### config.mk
export PLATFORM = sky130hd
export DESIGN_NAME = mm4_lane
export DESIGN_NICKNAME = d
export VERILOG_FILES = /design/src/hdl/mm4_pkg.sv /design/src/hdl/mm4_lane.sv
export SDC_FILE = /design/constraint.sdc
export NUM_CORES = 2
export LEC_CHECK = 0
export ABC_AREA = 0
export BUFFER_PORTS_ARGS = -buffer_cell sky130_fd_sc_hd__buf_2
export CORE_MARGIN = 2
export CORE_UTILIZATION = 55
export DETAILED_ROUTE_END_ITERATION = 8
export GPL_TIMING_DRIVEN = 0
export MAX_ROUTING_LAYER = met4
export PLACE_DENSITY = 0.74
export SLEW_MARGIN = 20
export SYNTH_ARGS = -nofsm -noshare
export SYNTH_HDL_FRONTEND = slang
export SYNTH_SLANG_ARGS = --single-unit
### constraint.sdc
create_clock -name clk -period 18 [get_ports clk]
set_input_delay 1.8 -clock clk [delete_from_list [all_inputs] [get_ports clk]]
set_output_delay 1.8 -clock clk [all_outputs]
set_load 0.03 [all_outputs]
### src/hdl/mm4_pkg.sv
`timescale 1ns / 1ps
// Shared types and constants for the fixed-point matrix multiplier.
package mm4_pkg;

  // Field widths fixed by the interface.
  localparam int IDX_W  = 4;
  localparam int ELEM_W = 32;
  localparam int PROD_W = 2 * ELEM_W;

  // Default geometry and number format.
  localparam int DEF_DIM       = 4;
  localparam int DEF_FRAC_BITS = 16;

  // Saturation limits of a signed 32-bit result.
  localparam logic signed [ELEM_W-1:0] SAT_MAX = {1'b0, {(ELEM_W-1){1'b1}}};
  localparam logic signed [ELEM_W-1:0] SAT_MIN = {1'b1, {(ELEM_W-1){1'b0}}};

  // Sequencer states.
  typedef enum logic {
    ST_IDLE,
    ST_COMPUTE
  } state_t;

  // Position and end marker that travel with each result through the pipeline.
  typedef struct packed {
    logic             last;
    logic [IDX_W-1:0] index;
  } tag_t;

endpackage

### src/hdl/mm4_lane.sv
`timescale 1ns / 1ps
// Multiply lane: holds a left column and right row, one product per cycle unless stalled.
module mm4_lane
  import mm4_pkg::*;
#(
  parameter int DIM = DEF_DIM
) (
  input  logic                     clk,
  input  logic                     adv,
  input  logic                     left_we,
  input  logic                     right_we,
  input  logic [$clog2(DIM)-1:0]   left_wr_addr,
  input  logic [$clog2(DIM)-1:0]   right_wr_addr,
  input  logic signed [ELEM_W-1:0] left_data,
  input  logic signed [ELEM_W-1:0] right_data,
  input  logic [$clog2(DIM)-1:0]   left_rd_addr,
  input  logic [$clog2(DIM)-1:0]   right_rd_addr,
  output logic signed [PROD_W-1:0] product
);

  logic signed [ELEM_W-1:0] left_mem [DIM];
  logic signed [ELEM_W-1:0] right_mem [DIM];
  logic signed [ELEM_W-1:0] left_q;
  logic signed [ELEM_W-1:0] right_q;

  always_ff @(posedge clk) begin
    if (left_we) begin
      left_mem[left_wr_addr] <= left_data;
    end
    if (right_we) begin
      right_mem[right_wr_addr] <= right_data;
    end
  end

  // Registered reads, then a registered product; both hold while the pipeline stalls.
  always_ff @(posedge clk) begin
    if (adv) begin
      left_q  <= left_mem[left_rd_addr];
      right_q <= right_mem[right_rd_addr];
      product <= PROD_W'(left_q) * PROD_W'(right_q);
    end
  end

endmodule

* Word level (Yosys, flattened, before mapping)
Memories as Yosys holds them, arrays and structs flattened. A register that Yosys moved wholly into a read port is not among the register bits.
Cells that the tools add are included.
Widths: inputs -> output; s select.
** Storage, ports and cells
- Register bits after elaboration :: 64
- Memory bits (writable) :: 256
- Logic and storage cells :: 8
- Memories :: 2
** Cells by class
- $mul :: 1
- Multiplexer cells :: 4
** Memory list
- left_mem :: depth 4, width 32, rd ports 1, clocked after Yosys merged registers in 1, wr ports 1, line mm4_lane.sv:21 : logic signed [ELEM_W-1:0] left_mem [DIM];
- right_mem :: depth 4, width 32, rd ports 1, clocked after Yosys merged registers in 1, wr ports 1, line mm4_lane.sv:22 : logic signed [ELEM_W-1:0] right_mem [DIM];
** Operators with widths (count)
- $mul 32x32->64 :: 1
- $mux 1 :: 4

* Longest topological paths before layout
- Word-level depth :: 2
- Gate-level depth with buffers :: 28
- Gate-level depth less buffers :: 26

* Worst setup path before layout
Ideal clock, no wire load.
- Kind :: register -> register
- From :: register right_q[2] (read register of right_mem)
- To :: register product[62], data pin
- Setup time :: 0.271 ns
- Data arrival time :: 7.421 ns
- Setup slack :: 10.308 ns
- Cell stages (with the launch flop) :: 25
- Period minus slack after synthesis :: 7.692 ns
- Cell sequence :: edfxtp_1 > clkbuf_1 > nand2_1 > inv_1 > fa_1 > fa_1 > fa_1 > fa_1 > inv_1 > fa_1 > inv_1 > fa_1 > inv_1 > fa_1 > inv_1 > fa_1 > ha_1 > clkbuf_1 > nand4_1 > nor2_1 > inv_1 > or2_2 > o21ai_1 > mux2i_1 > o2111ai_1
** Between the ends
- Cells in the longest elaborated chain, start to end :: 1
** Ends and longest elaborated chain
- from (decl) :: line mm4_lane.sv:24 : logic signed [ELEM_W-1:0] right_q;
- $mul 32x32->64 :: line mm4_lane.sv:40 : product <= PROD_W'(left_q) * PROD_W'(right_q);
- to (signal assigned) :: line mm4_lane.sv:40
- to (decl) :: line mm4_lane.sv:18 : output logic signed [PROD_W-1:0] product
No other way between the ends.
A chain may end at the register's enable or synchronous reset.

* Worst setup path in the final report
- From :: register left_q[19] (read register of left_mem)
- To :: register product[62], data pin
** Between the ends
- Cells in the longest elaborated chain, start to end :: 1
** Ends and longest elaborated chain
- from (decl) :: line mm4_lane.sv:23 : logic signed [ELEM_W-1:0] left_q;
- $mul 32x32->64 :: line mm4_lane.sv:40
No other way between the ends.

==> insert_results.sql <==
INSERT INTO impl_metrics (metric_group, metric, value, unit) VALUES
('run_status', 'run_status', 'finished, final reports clean', ''),
('timing', 'period_needed', '9.90', 'ns'),
('critical_path', 'max_stage_delay', '0.94', 'ns'),
('layout', 'syn_to_final_growth', '7.64', '%'),
('clock_network', 'cts-root-to-sink-buffers', '3', ''),
('synthesis', 'syn_avg_cell_area', '11.3', 'µm²'),
('placement', 'numPortBuffers', '137', ''),
('die', 'design.die.area', '0.0920', 'mm²'),
('die', 'die_x', '303', 'µm'),
('min_path', 'hold_class', 'reg -> reg', ''),
('synthesis', 'netlist-cell-type-count', '66', ''),
('layout', 'area_occupied_by_multi_input_gates', '0.0333', 'mm²'),
('critical_path', 'crit_arrival', '10.21', 'ns'),
('placement', 'dpl.hpwl', '123', 'mm'),
('die', 'rows', '109', ''),
('die', 'number_of_top_level_pins', '140', ''),
('min_path', 'min_to', 'left_q[5]$_DFFE_PP_', ''),
('drt', 'vias', '32900', ''),
('synthesis', 'async_flop_share', '0', '%'),
('drt', 'vias_per_cell', '5.73', ''),
('synthesis', 'synth_edf_count', '384', ''),
('critical_path', 'ff2ff_setup_slack', '8.10', 'ns'),
('synthesis', 'portion_of_the_post_synthesis_area_used_by_sequential_elements', '23.4', '%'),
('critical_path', 'bufs_and_invs_on_worst_path', '4', ''),
('synthesis', 'yosysWarningCount', '0', ''),
('min_path', 'timing.hold.worst.start', 'left_mem[2][5]$_DFFE_PP_', ''),
('drt', 'count_of_tritonroute_iterations_in_the_first_routing_pass', '6', ''),
('synthesis', 'synth_top_flop_cell', 'sky130_fd_sc_hd__edfxtp_1', ''),
('clock_network', 'cts-buffers-inserted', '40', ''),
('synthesis', 'synthesized_net_count', '5685', ''),
('clock_network', 'setup_fix_buffers_added_after_clock_tree_synthesis', '0', ''),
('critical_path', 'critPathRequiredTime', '18.31', 'ns'),
('layout', 'nFillCells', '7231', ''),
('clock_network', 'clkSinkCount', '384', ''),
('global_routing', 'grt_util_all_layers', '35.3', '%'),
('layout', 'layout.nets', '5878', ''),
('timing', 'setup_violations', '0', ''),
('critical_path', 'cp_dominant_cell_by_count', 'sky130_fd_sc_hd__fa_1', ''),
('drt', 'ant_nets', '0', ''),
('clock_network', 'cts.htree.levels', '2', ''),
('drt', 'route.detailed.wl_per_inst', '26.1', 'µm'),
('clock_network', 'cts-hold-fix-buffers', '0', ''),
('global_routing', 'globalRouteOverflowTotal', '0', ''),
('timing', 'grt_setup_unrepaired', 'no', ''),
('critical_path', 'worst-path-stages', '23', ''),
('clock_network', 'worst_setup_hold_path_clk_slew', '0.06', 'ns'),
('placement', 'final_gp_congestion', '1.05', ''),
('critical_path', 'regToRegEndpoint', 'product[62]$_DFFE_PP_', ''),
('synthesis', 'postSynthCellCount', '4343', ''),
('die', 'initial_utilization', '55.6', '%'),
('timing', 'period_share', '55.0', '%'),
('timing', 'slew_headroom', '17.8', '%'),
('critical_path', 'timing.reg2reg.worst_path_depth', '23', ''),
('global_routing', 'grt_antenna_before_repair', '14', ''),
('drt', 'remaining_design_rule_violation_count', '0', ''),
('synthesis', 'post_syn_area', '0.0493', 'mm²'),
('global_routing', 'grt_pass1_wl', '223', 'mm'),
('timing', 'fmaxAchievable', '0.101', 'GHz'),
('timing', 'timing_worst_slew_pin_value', '1.23', 'ns'),
('timing', 'finalHoldViolations', '0', ''),
('critical_path', 'critPathMaxFanout', '10', ''),
('critical_path', 'worst_setup_path_end_kind', 'register', ''),
('clock_network', 'cts_resized', '0', ''),
('critical_path', 'cp_top_family', 'adder cells', ''),
('drt', 'wl', '150', 'mm'),
('die', 'placeable_area', '0.0885', 'mm²'),
('synthesis', 'synth-seq-cells', '384', ''),
('critical_path', 'slowest_stage', 'sky130_fd_sc_hd__clkbuf_1', ''),
('timing', 'fin_worst_skew', '0.0600', 'ns'),
('global_routing', 'grt_start_max_net_pins', '96', ''),
('critical_path', 'cp_cell_sequence', 'clkbuf_1, and2_1, fa_1, fa_1, inv_1, fa_1, fa_1, inv_1, fa_1, fa_1, fa_1, fa_1, ha_1, buf_2, nand2_1, o221a_2, o21ai_0, a311oi_2, o31ai_1, a41oi_2, o21ai_1, mux2i_1, o2111ai_1', '');
==> per-layer routing <==
metal	GRT usage (%)	part of all wire (%)	wire length [µm]
met2	54.0	47	70200
met1	42.9	36	53400
met3	7.18	9.2	13900
met4	23.1	8.5	12700
met5	-	0	0
==> metrics by stage <==
stage / hold WS [ns] / area, µm² / setup slack (ns) / instances / util, %
floorplan: 0.585 / 49300 / 10.31 / 4343 / -
global placement: 0.613 / 51400 / 8.34 / 5645 / 58.1
detailed placement: 0.618 / 51600 / 8.35 / 5659 / 58.3
CTS: 0.629 / 53000 / 8.38 / 5730 / 59.8
global route: 0.639 / 53000 / 7.87 / 5742 / 59.9
finish: 0.632 / 53000 / 8.10 / 5749 / 59.9
==> cell families after synthesis <==
group | after synthesis | synth area share (%)
buf+inv | 1183 | 9.04
fa+ha+maj | 1266 | 48.7
flops | 384 | 23.4
xor+xnor | 74 | 1.32
simple gates | 1161 | 11.9
mux | 65 | 2.95
compound gates | 210 | 2.78
==> sequential cells by signal, summed over array words and instances, names as in the netlist <==
name,cells
right_q,32
left_q,32
left_mem,128
right_mem,128
product,64
==> worst max path at each step <==
stage          slack (ns)                    end                 start
2_1_floorplan       10.31  product[62]$_DFFE_PP_  right_q[2]$_DFFE_PP_
3_3_place_gp         8.34  product[62]$_DFFE_PP_  left_q[19]$_DFFE_PP_
3_5_place_dp         8.35  product[62]$_DFFE_PP_  left_q[17]$_DFFE_PP_
4_1_cts              8.38  product[62]$_DFFE_PP_  left_q[19]$_DFFE_PP_
5_1_grt              7.87  product[62]$_DFFE_PP_  left_q[19]$_DFFE_PP_
6_report             8.10  product[62]$_DFFE_PP_  left_q[19]$_DFFE_PP_
==> cells in the mapped netlist, types with 12 or more instances <==
cell type	number	area (µm²)
sky130_fd_sc_hd__a21o_1	33	248
sky130_fd_sc_hd__a21oi_1	71	355
sky130_fd_sc_hd__and2_1	517	3230
sky130_fd_sc_hd__clkbuf_1	205	769
sky130_fd_sc_hd__edfxtp_1	384	11500
sky130_fd_sc_hd__fa_1	1082	21700
sky130_fd_sc_hd__ha_1	184	2300
sky130_fd_sc_hd__inv_1	960	3600
sky130_fd_sc_hd__mux4_2	64	1440
sky130_fd_sc_hd__nand2_1	520	1950
sky130_fd_sc_hd__nand3_1	12	60.1
sky130_fd_sc_hd__nor2_1	53	199
sky130_fd_sc_hd__o21ai_0	29	145
sky130_fd_sc_hd__xnor2_1	55	482
sky130_fd_sc_hd__xor2_1	19	166
==> area by class of cell <==
class	instances	area share, %
Multi-Input combinational cell	2776	62.8
Timing Repair Buffer	151	1.69
Antenna cell	19	0.0897
Inverter	960	6.80
Buffer	223	1.60
Tap cell	1165	2.75
Clock inverter	20	0.486
Clock buffer	51	2.01
Sequential cell	384	21.8
==> cells in the final DEF (no fill, tap or decap), types with 12 or more instances in the layout <==
cell type and n:
sky130_fd_sc_hd__xor2_1 19, sky130_fd_sc_hd__a21oi_1 71, sky130_fd_sc_hd__xnor2_1 55, sky130_fd_sc_hd__clkbuf_1 214, sky130_fd_sc_hd__mux4_2 64, sky130_fd_sc_hd__nor2_1 50
sky130_fd_sc_hd__ha_1 184, sky130_fd_sc_hd__fa_1 1081, sky130_fd_sc_hd__clkbuf_16 41, sky130_fd_sc_hd__and2_1 517, sky130_fd_sc_hd__buf_2 144, sky130_fd_sc_hd__inv_1 960
sky130_fd_sc_hd__nand2_1 520, sky130_fd_sc_hd__a21o_1 33, sky130_fd_sc_hd__o21ai_0 29, sky130_fd_sc_hd__diode_2 19, sky130_fd_sc_hd__edfxtp_1 384, sky130_fd_sc_hd__nand3_1 12
Power is left out: the tool's default activity adds up to more than one toggle a clock period on the data nets, which glitch-free logic cannot reach.
