### src/hdl/mm4_pkg.sv
`timescale 1ns / 1ps
// Shared types and constants for the fixed-point matrix multiplier.
package mm4_pkg;

  // Field widths fixed by the interface.
  localparam int IDX_W  = 4;
  localparam int ELEM_W = 32;
  localparam int PROD_W = 2 * ELEM_W;

  // Default geometry and number format.
  localparam int DEF_DIM       = 4;
  localparam int DEF_FRAC_BITS = 16;

  // Saturation limits of a signed 32-bit result.
  localparam logic signed [ELEM_W-1:0] SAT_MAX = {1'b0, {(ELEM_W-1){1'b1}}};
  localparam logic signed [ELEM_W-1:0] SAT_MIN = {1'b1, {(ELEM_W-1){1'b0}}};

  // Sequencer states.
  typedef enum logic {
    ST_IDLE,
    ST_COMPUTE
  } state_t;

  // Position and end marker that travel with each result through the pipeline.
  typedef struct packed {
    logic             last;
    logic [IDX_W-1:0] index;
  } tag_t;

endpackage

### src/hdl/mm4_merge.sv
`timescale 1ns / 1ps
// Registered adder tree over the lane products, followed by shift and saturation.
module mm4_merge
  import mm4_pkg::*;
#(
  parameter int DIM       = DEF_DIM,
  parameter int FRAC_BITS = DEF_FRAC_BITS
) (
  input  logic                     clk,
  input  logic                     adv,
  input  logic signed [PROD_W-1:0] products [DIM],
  output logic signed [ELEM_W-1:0] sat_value
);

  localparam int LEVELS = $clog2(DIM);
  localparam int PAD    = 1 << LEVELS;
  localparam int SUM_W  = PROD_W + LEVELS;
  localparam int UP_W   = SUM_W - ELEM_W + 1;

  logic signed [SUM_W-1:0] leaf [PAD];
  logic signed [SUM_W-1:0] node [1:PAD-1];
  logic signed [SUM_W-1:0] shifted;
  logic [UP_W-1:0]         upper;
  logic                    fits;

  // Leaves beyond the matrix size are zero so the tree stays balanced.
  for (genvar i = 0; i < PAD; i++) begin : g_leaf
    if (i < DIM) begin : g_used
      assign leaf[i] = SUM_W'(products[i]);
    end else begin : g_pad
      assign leaf[i] = '0;
    end
  end

  // Heap-ordered tree: node i sums nodes 2i and 2i+1; every path has LEVELS registers.
  for (genvar i = 1; i < PAD; i++) begin : g_node
    if (2 * i >= PAD) begin : g_bottom
      always_ff @(posedge clk) begin
        if (adv) begin
          node[i] <= leaf[2*i-PAD] + leaf[2*i+1-PAD];
        end
      end
    end else begin : g_inner
      always_ff @(posedge clk) begin
        if (adv) begin
          node[i] <= node[2*i] + node[2*i+1];
        end
      end
    end
  end

  // Arithmetic shift rounds toward minus infinity; saturate when the upper bits
  // are not a plain sign extension.
  always_comb begin
    shifted = node[1] >>> FRAC_BITS;
    upper   = shifted[SUM_W-1:ELEM_W-1];
    fits    = (&upper) || !(|upper);
    if (fits) begin
      sat_value = shifted[ELEM_W-1:0];
    end else if (shifted[SUM_W-1]) begin
      sat_value = SAT_MIN;
    end else begin
      sat_value = SAT_MAX;
    end
  end

endmodule

### config.mk
export PLATFORM = sky130hd
export DESIGN_NAME = mm4_merge
export DESIGN_NICKNAME = d
export VERILOG_FILES = /design/src/hdl/mm4_pkg.sv /design/src/hdl/mm4_merge.sv
export SDC_FILE = /design/constraint.sdc
export NUM_CORES = 1
export LEC_CHECK = 0
export ABC_AREA = 0
export BUFFER_PORTS_ARGS = -buffer_cell sky130_fd_sc_hd__buf_2
export CORE_MARGIN = 4
export CORE_UTILIZATION = 58
export DETAILED_ROUTE_END_ITERATION = 16
export MAX_ROUTING_LAYER = met4
export PLACE_DENSITY = 0.79
export SLEW_MARGIN = 20
export SYNTH_ARGS = -nofsm -noshare
export SYNTH_HDL_FRONTEND = slang
export SYNTH_SLANG_ARGS = --single-unit
### constraint.sdc
create_clock -name clk -period 3.9 [get_ports clk]
set_input_delay 0 -clock clk [delete_from_list [all_inputs] [get_ports clk]]
set_output_delay 0 -clock clk [all_outputs]
set_load 0.01 [all_outputs]
; ---- After elaboration in Yosys (flattened, before gate mapping)
; Memory sizes are Yosys's and may differ from the RTL's.
; Index checks and enable logic that the tools add are counted.
[word_totals]
reg_bits = 0
ram_bits = 198
input_bits = 258
output_inout_bits = 32
elab_cells = 12
memories = 1
[op_classes]
addsub = 3
muxes = 4
n_reduce_logical = 4
[memory_table]
columns = name, depth, width, read_ports, rd_ports_with_merged_regs, wr, line
row1 = node, 3, 66, 3, 0, 3, mm4_merge.sv:21  ; logic signed [SUM_W-1:0] node [1:PAD-1];
[ops]
columns = operator, count
row1 = 64-bit by 64-bit adder with 65-bit output, 2
row2 = 66-bit adder, 1
row3 = 32-bit two-way mux, 2
row4 = 19-bit AND reduction, 1
row5 = 19-bit OR reduction, 1
row6 = 1-bit two-way mux, 2
row7 = 1-bit logical NOT, 1
row8 = 1-bit logical OR, 1

; ---- Logic depth before layout (Yosys ltp)
; Gate-level depths: netlist of run 1.
[logic_depth]
ltp_word = 4
depth_mapped = 12
ltp_nobuf = 12

; ---- Least setup slack after synthesis of run 1
; No wires, ideal clock.
[synth_timing]
path_type = reg-to-reg
start = reg, netlist name node[0][148]
end = reg, netlist name node[0][110]
setup_ns = 0.265
arrival_ns = 2.602
required_time_ns = 3.635
path_slack_ns = 1.034
path_stages_with_launch = 12
path_buffers = 1
period_less_slack_ns = 2.866
path_cell_list = edfxtp_1 -> ha_1 -> clkbuf_1 -> and3_1 -> nand3_1 -> a21oi_1 -> o21ai_1 -> a2111oi_2 -> nor2_1 -> o41ai_2 -> a21oi_1 -> xnor2_1

==> impl_metrics.ini, run 1 <==
[min_path]
min_path_type = primary input to flop

[clock_tree]
cts-buffers-inserted = 17
post_cts_resized = 0
cts_tree = done
worstSkewPairLatency_ps = 440
clock_path_buffers = 2
clk_pin_slew_ps = 70
postCtsHoldBufs = 6
postCtsSetupBuffers = 0
cts_sinks = 180
h-tree-depth = 4
root_buffer = clkbuf_16

[detailed_routing]
drt-vias-per-instance = 6.41
totalWireLength_mm = 51.7
vias = 16200
ant_nets = 0
drc = 0
firstDrtPassIters = 5
wire_per_inst_um = 20.4
drt_iter0_markers = 1590

[setup_path]
crit_path_end_kind = flop
rrSetupSlack_ps = 150
crit_type = flop to flop
worstPathRequired_ps = 4060
crit_arrival_ps = 3910
worstPathCellList = ha_1, nand2_1, nor4_1, a32oi_1, a21oi_1, nor2_1, o21a_1, o21ai_0, a21boi_0, o41ai_1, xor2_1
path_max_fanout = 7
critical-path-max-stage-delay_ps = 590
cp_slowest_cell = o41ai_1
cp-start-kind = flop

[grt]
grt_pass1_vias = 14800
gr-usage-met1_pct = 47.0
use_met3_pct = 6.60
grt_max_degree = 102
top_usage_layer = met1
gr-usage-met2_pct = 46.2
grt_use_total_pct = 32.1
antenna_found_initial = 0
grt_pass1_wl_mm = 79.0
overflow = 0

[logic_synthesis]
synth_top_area_share_pct = 31.9
synth_top_area_cell = edfxtp_1
ys_seq_elements = 180
synth_warnings = 0
syn_inst = 1894
synthFlopType = edfxtp_1
synth_most_common_cell = a21oi_1
synth-edff-count = 180
synth_top_family_by_area = compound AO/OA/AOI/OAI gates
synth-xor-area-share_pct = 8.38
synth_compound_area_share_pct = 27.2
synth.area.top_cells = edfxtp_1, ha_1, a21oi_1
yosysSeqAreaShare_pct = 31.9
synthMuxAreaShare_pct = 0.177
avgSynthCellArea_sq_um = 8.94
netlist_area_sq_um = 16900
synthAdderAreaFrac_pct = 14.4
async_flop_share_pct = 0
synth_common_cells = a21oi_1, ha_1, edfxtp_1
synth_nets = 2346
synth-simple-area-share_pct = 14.7
yosysUniqueCellTypes = 75

[timing]
fin_crit_ps = 3750
rsz0062_at_grt = false
drv_slew = 0
clock_skew_ps = 9.91
setup_viol = 0
worst_slew_pin_slew_ps = 962
hold_viol = 0
fin_setup_tns_ps = 0
fmax_mhz = 267
finalCritPeriodShare_pct = 96.2
relSlewSlack_pct = 35.9
fin_ws_ps = 149

[floorplanning]
die-width_um = 179
die_area_sq_um = 32000
start_util_pct = 58.8
rows = 62
coreArea_sq_um = 28800
io_pins = 290
die_y_um = 179

[pwr]
powerDensity_nw_per_um2 = 450
irDropWorstVdd_mv = 0.299
p_leak_nw = 8.54

[final_layout]
area_growth_pct = 13.8
largest_reg_flops = 180
nFillCells = 2374
finalNetCount = 2587
top_regs = node (180)
drive_above_1_share_pct = 17.0
largest-register = node

[status]
status = completed

[placed_design]
place_congestion = 1.04
post-place-ws_ps = 392
hpwl_mm = 42.2
port_buffers = 289

[run]
maxCapViolCount = 0
==> report_power, final <==
part,switching [mW],internal [mW]
clock,0.769,0.886
sequential,0.227,2.79
combinational,2.46,1.54
==> routing by layer <==
layer / vias to the layer above / wire [um]
li1: 7663 / -
met1: 7585 / 23600
met2: 902 / 21900
met3: 78 / 5250
met4: 0 / 960
met5: - / 0
==> through the flow <==
| step | area, sq um | cells | power [mW] | hold WS, ps | util, % |
|---|---|---|---|---|---|
| 5_1_grt | 19300 | 2532 | 9.14 | 21.1 | 67.0 |
| 2_1_floorplan | 16900 | 1894 | 5.65 | 112 | - |
| 6_report | 19300 | 2533 | 8.67 | 24.6 | 67.0 |
| 4_1_cts | 19300 | 2532 | 8.56 | 16.2 | 66.9 |
| 3_5_place_dp | 18600 | 2494 | 6.90 | 313 | 64.8 |
| 3_3_place_gp | 18600 | 2494 | 6.84 | 307 | 64.8 |
==> area by class of cell <==
| type | instances | area [sq um] | share of cell area, % |
|---|---|---|---|
| antenna | 1 | 2.50 | 0.0130 |
| clock buffer | 18 | 429 | 2.23 |
| clock inverter | 14 | 128 | 0.662 |
| inverter | 60 | 225 | 1.17 |
| multi-input combinational | 1571 | 11000 | 57.1 |
| sequential | 180 | 5410 | 28.0 |
| tap | 384 | 480 | 2.49 |
| timing repair buffer | 305 | 1600 | 8.30 |
==> cells by family (layout without fill, tap and decap cells) <==
logic type               after synthesis  in the layout
AO/OA/AOI/OAI                        704            704
AND/OR/NAND/NOR                      508            508
adder cells (fa/ha/maj)              194            194
flip-flops                           180            180
XOR/XNOR                             162            162
buffers and inverters                143            397
multiplexers                           3              3
other                                  0              1
==> worst paths after layout <==
| kind | to | from | cells after the start |
|---|---|---|---|
| worst max-delay path | node[0][128] | node[0][209] | 11 |
| worst min-delay path | node[0][138] | products[198] | 3 |
| worst max register to register | node[0][128] | node[0][209] | 11 |
| worst min register to register | node[0][130] | node[0][262] | 2 |
==> critical path, delay by kind of cell (launching register included) <==
family                   cells  cell delay (ps)
flip-flops                   1              370
AND/OR/NAND/NOR              3              580
AO/OA/AOI/OAI                6             1920
XOR/XNOR                     1              170
adder cells (fa/ha/maj)      1              420
==> cell usage in the layout (no fill, tap or decap), types with 6 or more instances in the layout <==
master / n
o211ai_1: 9
nand2_1: 152
o21a_1: 15
o21ai_1: 11
and2_1: 14
inv_1: 60
nor4_1: 19
buf_4: 9
a21boi_0: 11
a31oi_1: 23
nor2_1: 107
xor2_1: 68
a21oi_1: 229
nand4_1: 67
xnor2_1: 94
nand3_1: 39
edfxtp_1: 180
o21ai_0: 112
and3_1: 19
o31ai_1: 12
or2_2: 7
ha_1: 192
and4_1: 6
o21bai_1: 38
nand2b_1: 12
dlygate4sd3_1: 6
buf_2: 288
clkbuf_16: 17
nor3_1: 27
nor2b_1: 23
a41oi_1: 6
a211oi_1: 13
a21o_1: 150
Power figures use the tool's default switching activity.
==> inputs of run 2 (changes only) <==
Settings changed: BUFFER_PORTS_ARGS -buffer_cell sky130_fd_sc_hd__buf_2 to -buffer_cell sky130_fd_sc_hd__buf_4, SETUP_SLACK_MARGIN set to 0.4.
==> run 2 against run 1 <==
Effect of this change:
- register-to-register slack improved by 290 ps
- clock-buffer cell count decreased by 1
- final cell count increased by 0.12%
- critical path depth up 3
- core utilization is 3.0 points higher
- clock power grew 8%
- combinational power is 3% higher
- critical endpoint is now node[0][189]
- power up 3.0%
- highest routed layer unchanged
- via count about the same
- clock skew up 11 ps
==> impl_metrics.ini, run 2 (synthesis results as in run 1) <==
[timing]
worst_slew_pin_slew_ps = 854
whs_ps = 11.1
rsz0062_at_grt = true
relSlewSlack_pct = 42.3
drv_slew = 0
clock_skew_ps = 20.6
fmax_mhz = 284
setup_viol = 0
hold_viol = 0
fin_setup_tns_ps = 0
fin_crit_ps = 3520
finalCritPeriodShare_pct = 90.2

[grt]
grt_max_degree = 92
antenna_found_initial = 0
grt_use_total_pct = 32.9
grt_pass1_vias = 15000
overflow = 0
grt_pass1_wl_mm = 81.1

[floorplanning]
start_util_pct = 58.8
die_area_sq_um = 32000
die_y_um = 179
rows = 62
io_pins = 290
die-width_um = 179
coreArea_sq_um = 28800

[clock_tree]
clock_path_buffers = 2
cts_sinks = 180
h-tree-depth = 4
clk_pin_slew_ps = 90
worstSkewPairLatency_ps = 460
cts_tree = done
cts-buffers-inserted = 17
root_buffer = clkbuf_16

[final_layout]
n_antenna_cell = 0
largest_reg_flops = 180
largest-register = node
multi_input_area_sq_um = 11100
layout_commonest_cell = buf_4
area_growth_pct = 18.9
final_cell_mix = buf_4, a21oi_1, ha_1, edfxtp_1, nand2_1
top_regs = node (180)
drive_above_1_share_pct = 17.9
finalNetCount = 2591
regArea_sq_um = 5410
nFillCells = 2257

[setup_path]
cp_slowest_cell = dlygate4sd3_1
crit_type = primary input to flop
worstPathCellList = dlygate4sd3_1, buf_4, ha_1, a21o_1, a21oi_2, o21ai_2, o41ai_2, a41oi_2, a31oi_4, buf_4, o21ai_1, a221o_1, a31oi_1, xnor2_1
cp-start-kind = primary input
path_buf_inv = 3
crit_path_end_kind = flop
critical-path-max-stage-delay_ps = 540
crit_family = compound AO/OA/AOI/OAI gates
crit_arrival_ps = 3740
path_max_fanout = 4
reg2reg_depth = 12
rrSetupSlack_ps = 440
cp_common_cell = buf_4
worstPathRequired_ps = 4120
rr_endpoint = node[0][122]
worstReg2RegStart = node[0][167]

[min_path]
min_to = node[0][138]
hold_depth = 3
min_path_type = primary input to flop
hp-start = products[198]

[status]
status = completed

[placed_design]
hpwl_mm = 42.7
port_buffers = 289
place_congestion = 1.03

[detailed_routing]
firstDrtPassIters = 6
vias = 16200
drt-vias-per-instance = 6.39
drt_iter0_markers = 1764
totalWireLength_mm = 52.4
wire_per_inst_um = 20.7
ant_nets = 0
drc = 0

[pwr]
irDropWorstVdd_mv = 0.365
powerDensity_nw_per_um2 = 444
p_leak_nw = 8.86

[run]
maxCapViolCount = 0
-- run 2: changes by cell type in the layout (fill, tap and decap cells not counted), sizes merged --
cell         change
buf              +6
inv              +6
clkinv           -3
clkinvlp         -2
dlygate4sd3      -2
clkbuf           -1
diode            -1
-- run 2: how the worst max path moves through the flow --
stage	from	endpoint	depth (start not counted)
finish	products[193]	node[0][189]	14
global route	node[0][167]	node[0][122]	12
CTS	node[0][133]	node[0][123]	11
detailed placement	products[128]	node[0][170]	13
global placement	products[128]	node[0][170]	13
floorplan	node[0][148]	node[0][110]	11
-- run 2: final cells by class --
| cell class | instances | share of cell area [%] |
|---|---|---|
| multi-input combinational | 1571 | 54.9 |
| tap | 384 | 2.39 |
| timing repair buffer | 309 | 11.6 |
| sequential | 180 | 26.8 |
| inverter | 60 | 1.12 |
| clock inverter | 15 | 0.963 |
| clock buffer | 17 | 2.11 |
-- run 2: per-layer routing --
metal / share of wire (%) / GRT usage, % / vias up
met5: 0 / - / -
li1: - / - / 7666
met2: 44 / 49.2 / 880
met4: 1.4 / 5.60 / 0
met1: 46 / 49.2 / 7598
met3: 8.9 / 3.65 / 70
-- run 2: report_power, final --
part	switching [mW]	internal, mW	leakage [nW]
registers	0.221	2.78	1.76
clock network	0.863	0.935	0.300
logic	2.47	1.66	6.79
-- run 2: repair_timing --
| item | 4_1_cts | 5_1_grt |
|---|---|---|
| endpoints found under the hold margin | 3 | 0 |
| hold buffers | 4 | 0 |
| gates resized for setup | 0 | 14 |
| setup endpoints to repair | 0 | 20 |
| buffers inserted | 0 | 5 |
-- run 2: through the flow --
step | std cells | area [sq um] | util [%] | setup slack [ps] | power (mW)
after floorplan | 1894 | 16900 | - | 1030 | 5.65
after detailed placement | 2495 | 19400 | 67.3 | 356 | 6.99
final | 2536 | 20100 | 70.0 | 382 | 8.93
after global placement | 2495 | 19400 | 67.3 | 472 | 6.93
after global routing | 2536 | 20100 | 70.0 | 274 | 9.42
after CTS | 2531 | 20000 | 69.6 | 415 | 8.81
-- run 2: worst register-to-register path: stages, from the launching register on --
cell       delay [ps]
edfxtp_1          430
ha_1              430
a21oi_1           270
o21ai_0           180
a21o_1            210
a21o_1            170
a31oi_1           280
o31ai_1           140
a31oi_1           260
a21oi_2           140
buf_4             160
o211a_1           220
a2111oi_2         360
==> inputs of run 3 (changes only) <==
Settings changed: CORE_MARGIN 4 to 2.
==> run 3 against run 2 <==
Effect of this change:
- clock skew decreased by 0.71 ps
- clock power decreased by 3%
- die area decreased by 4.4%
- sequential power about the same
- clock-buffer cell count unchanged
- maximum frequency increased by 3.3%
- via count increased by 0.31%
- critical path type is now flop to flop
- highest routed layer unchanged
==> impl_metrics.ini, run 3 (synthesis results as in run 1) <==
[status]
status = completed

[pwr]
p_seq_share_pct = 33.7
power.total_mw = 8.90
irDropWorstVdd_mv = 0.393
switchingPower_mw = 3.58
p_sw_share_pct = 40.2
power.share.combinational_pct = 46.7
power_frac_clock_pct = 19.6
p_int_mw = 5.32
p_leak_nw = 8.84
powerDensity_nw_per_um2 = 441

[setup_path]
crit_type = flop to flop
path_max_fanout = 9
worstPathRequired_ps = 4110
crit_arrival_ps = 3610
rrSetupSlack_ps = 500
crit_path_end_kind = flop
cp-start-kind = flop

[timing]
relSlewSlack_pct = 32.0
fin_crit_ps = 3400
hold_viol = 0
clock_skew_ps = 19.9
rsz0062_at_grt = false
worst_slew_pin_slew_ps = 1010
fmax_mhz = 294
drv_slew = 0
finalCritPeriodShare_pct = 87.3
fin_setup_tns_ps = 0
setup_viol = 0

[final_layout]
layout_commonest_cell = buf_4
top_regs = node (180)
nFillCells = 2239
drive_above_1_share_pct = 17.9
largest_reg_flops = 180
final_cell_mix = buf_4, a21oi_1, ha_1, edfxtp_1, nand2_1
final_util_pct = 70.3
multi_input_area_sq_um = 11100
regArea_sq_um = 5410
largest-register = node
finalNetCount = 2590
n_antenna_cell = 0
area_growth_pct = 19.1

[clock_tree]
cts_tree = done
worstSkewPairLatency_ps = 460
clk_pin_slew_ps = 90
cts-buffers-inserted = 17
h-tree-depth = 4
clock_path_buffers = 2
cts_sinks = 180
root_buffer = clkbuf_16

[grt]
grt_pass1_wl_mm = 80.0
antenna_found_initial = 0
overflow = 0
grt_pass1_vias = 15000
grt_max_degree = 85
grt_use_total_pct = 33.9

[floorplanning]
die-width_um = 175
coreArea_sq_um = 28700
die_area_sq_um = 30600
start_util_pct = 59.0
rows = 62
io_pins = 290
die_y_um = 175

[detailed_routing]
drt_iter0_markers = 1912
top_layer_used = met4
ant_nets = 0
drc = 0
totalWireLength_mm = 51.4
wire_per_inst_um = 20.3
drt-vias-per-instance = 6.42
met1_length_mm = 23.2
firstDrtPassIters = 6
vias = 16300
wl_met3_mm = 4.71
wl_met2_mm = 22.6

[min_path]
min_path_type = primary input to flop

[placed_design]
hpwl_mm = 41.5
place_congestion = 1.01
port_buffers = 289

[run]
maxCapViolCount = 0
## run 3: per-layer routing
layer  track usage [%]  up-vias
met3              3.98       61
li1                  -     7671
met4              7.15        0
met5                 -        -
met2              50.4      950
met1              49.8     7583
## run 3: what timing repair did
| item | in CTS | in global routing |
|---|---|---|
| buffers inserted | 0 | 4 |
| resized for setup | 2 | 20 |
| endpoints found under the setup margin | 3 | 31 |
| hold endpoints to repair | 4 | 0 |
| pin swaps | 1 | 5 |
| hold buffers | 6 | 0 |
## run 3: cell type report
cell class,instances,area share (%)
Multi-Input combinational cell,1571,55.1
Sequential cell,180,26.8
Timing Repair Buffer,308,11.6
Tap cell,384,2.38
Clock buffer,17,2.11
Inverter,60,1.12
Clock inverter,15,0.862
## run 3: power groups by stage
stage | Clock [mW] | Sequential (mW) | Combinational (mW)
2_1_floorplan | 0 | 2.92 | 2.73
3_3_place_gp | 0 | 3.01 | 3.88
3_5_place_dp | 0 | 3.03 | 3.96
4_1_cts | 1.75 | 2.99 | 4.01
5_1_grt | 1.83 | 3.03 | 4.50
6_report | 1.74 | 3.00 | 4.16
## run 3: path summary, 6_finish.rpt
kind	startpoint	to	depth (start not counted)
setup / recovery	node[0][225]	node[0][124]	11
hold / removal	products[197]	node[0][137]	3
setup reg to reg	node[0][225]	node[0][124]	11
hold reg to reg	node[0][261]	node[0][129]	2
## run 3: worst max-delay path, cell delays in order, from the launching register on
cell      delay (ps)
edfxtp_1         440
ha_1             440
a21o_1           220
a21o_1           180
a21oi_1          310
o21ai_0          180
a221oi_1         330
nand2_1          170
a21oi_1          350
o21bai_1         200
a21oi_1          260
xnor2_1           90
## run 3: per-stage QoR
step | area [sq um] | setup WS [ps] | hold slack [ps] | std cells
finish | 20200 | 496 | 28.2 | 2535
CTS | 20000 | 458 | 24.2 | 2531
global placement | 19400 | 410 | 296 | 2493
detailed placement | 19400 | 377 | 297 | 2493
floorplan | 16900 | 1030 | 112 | 1894
global route | 20200 | 370 | 41.2 | 2535
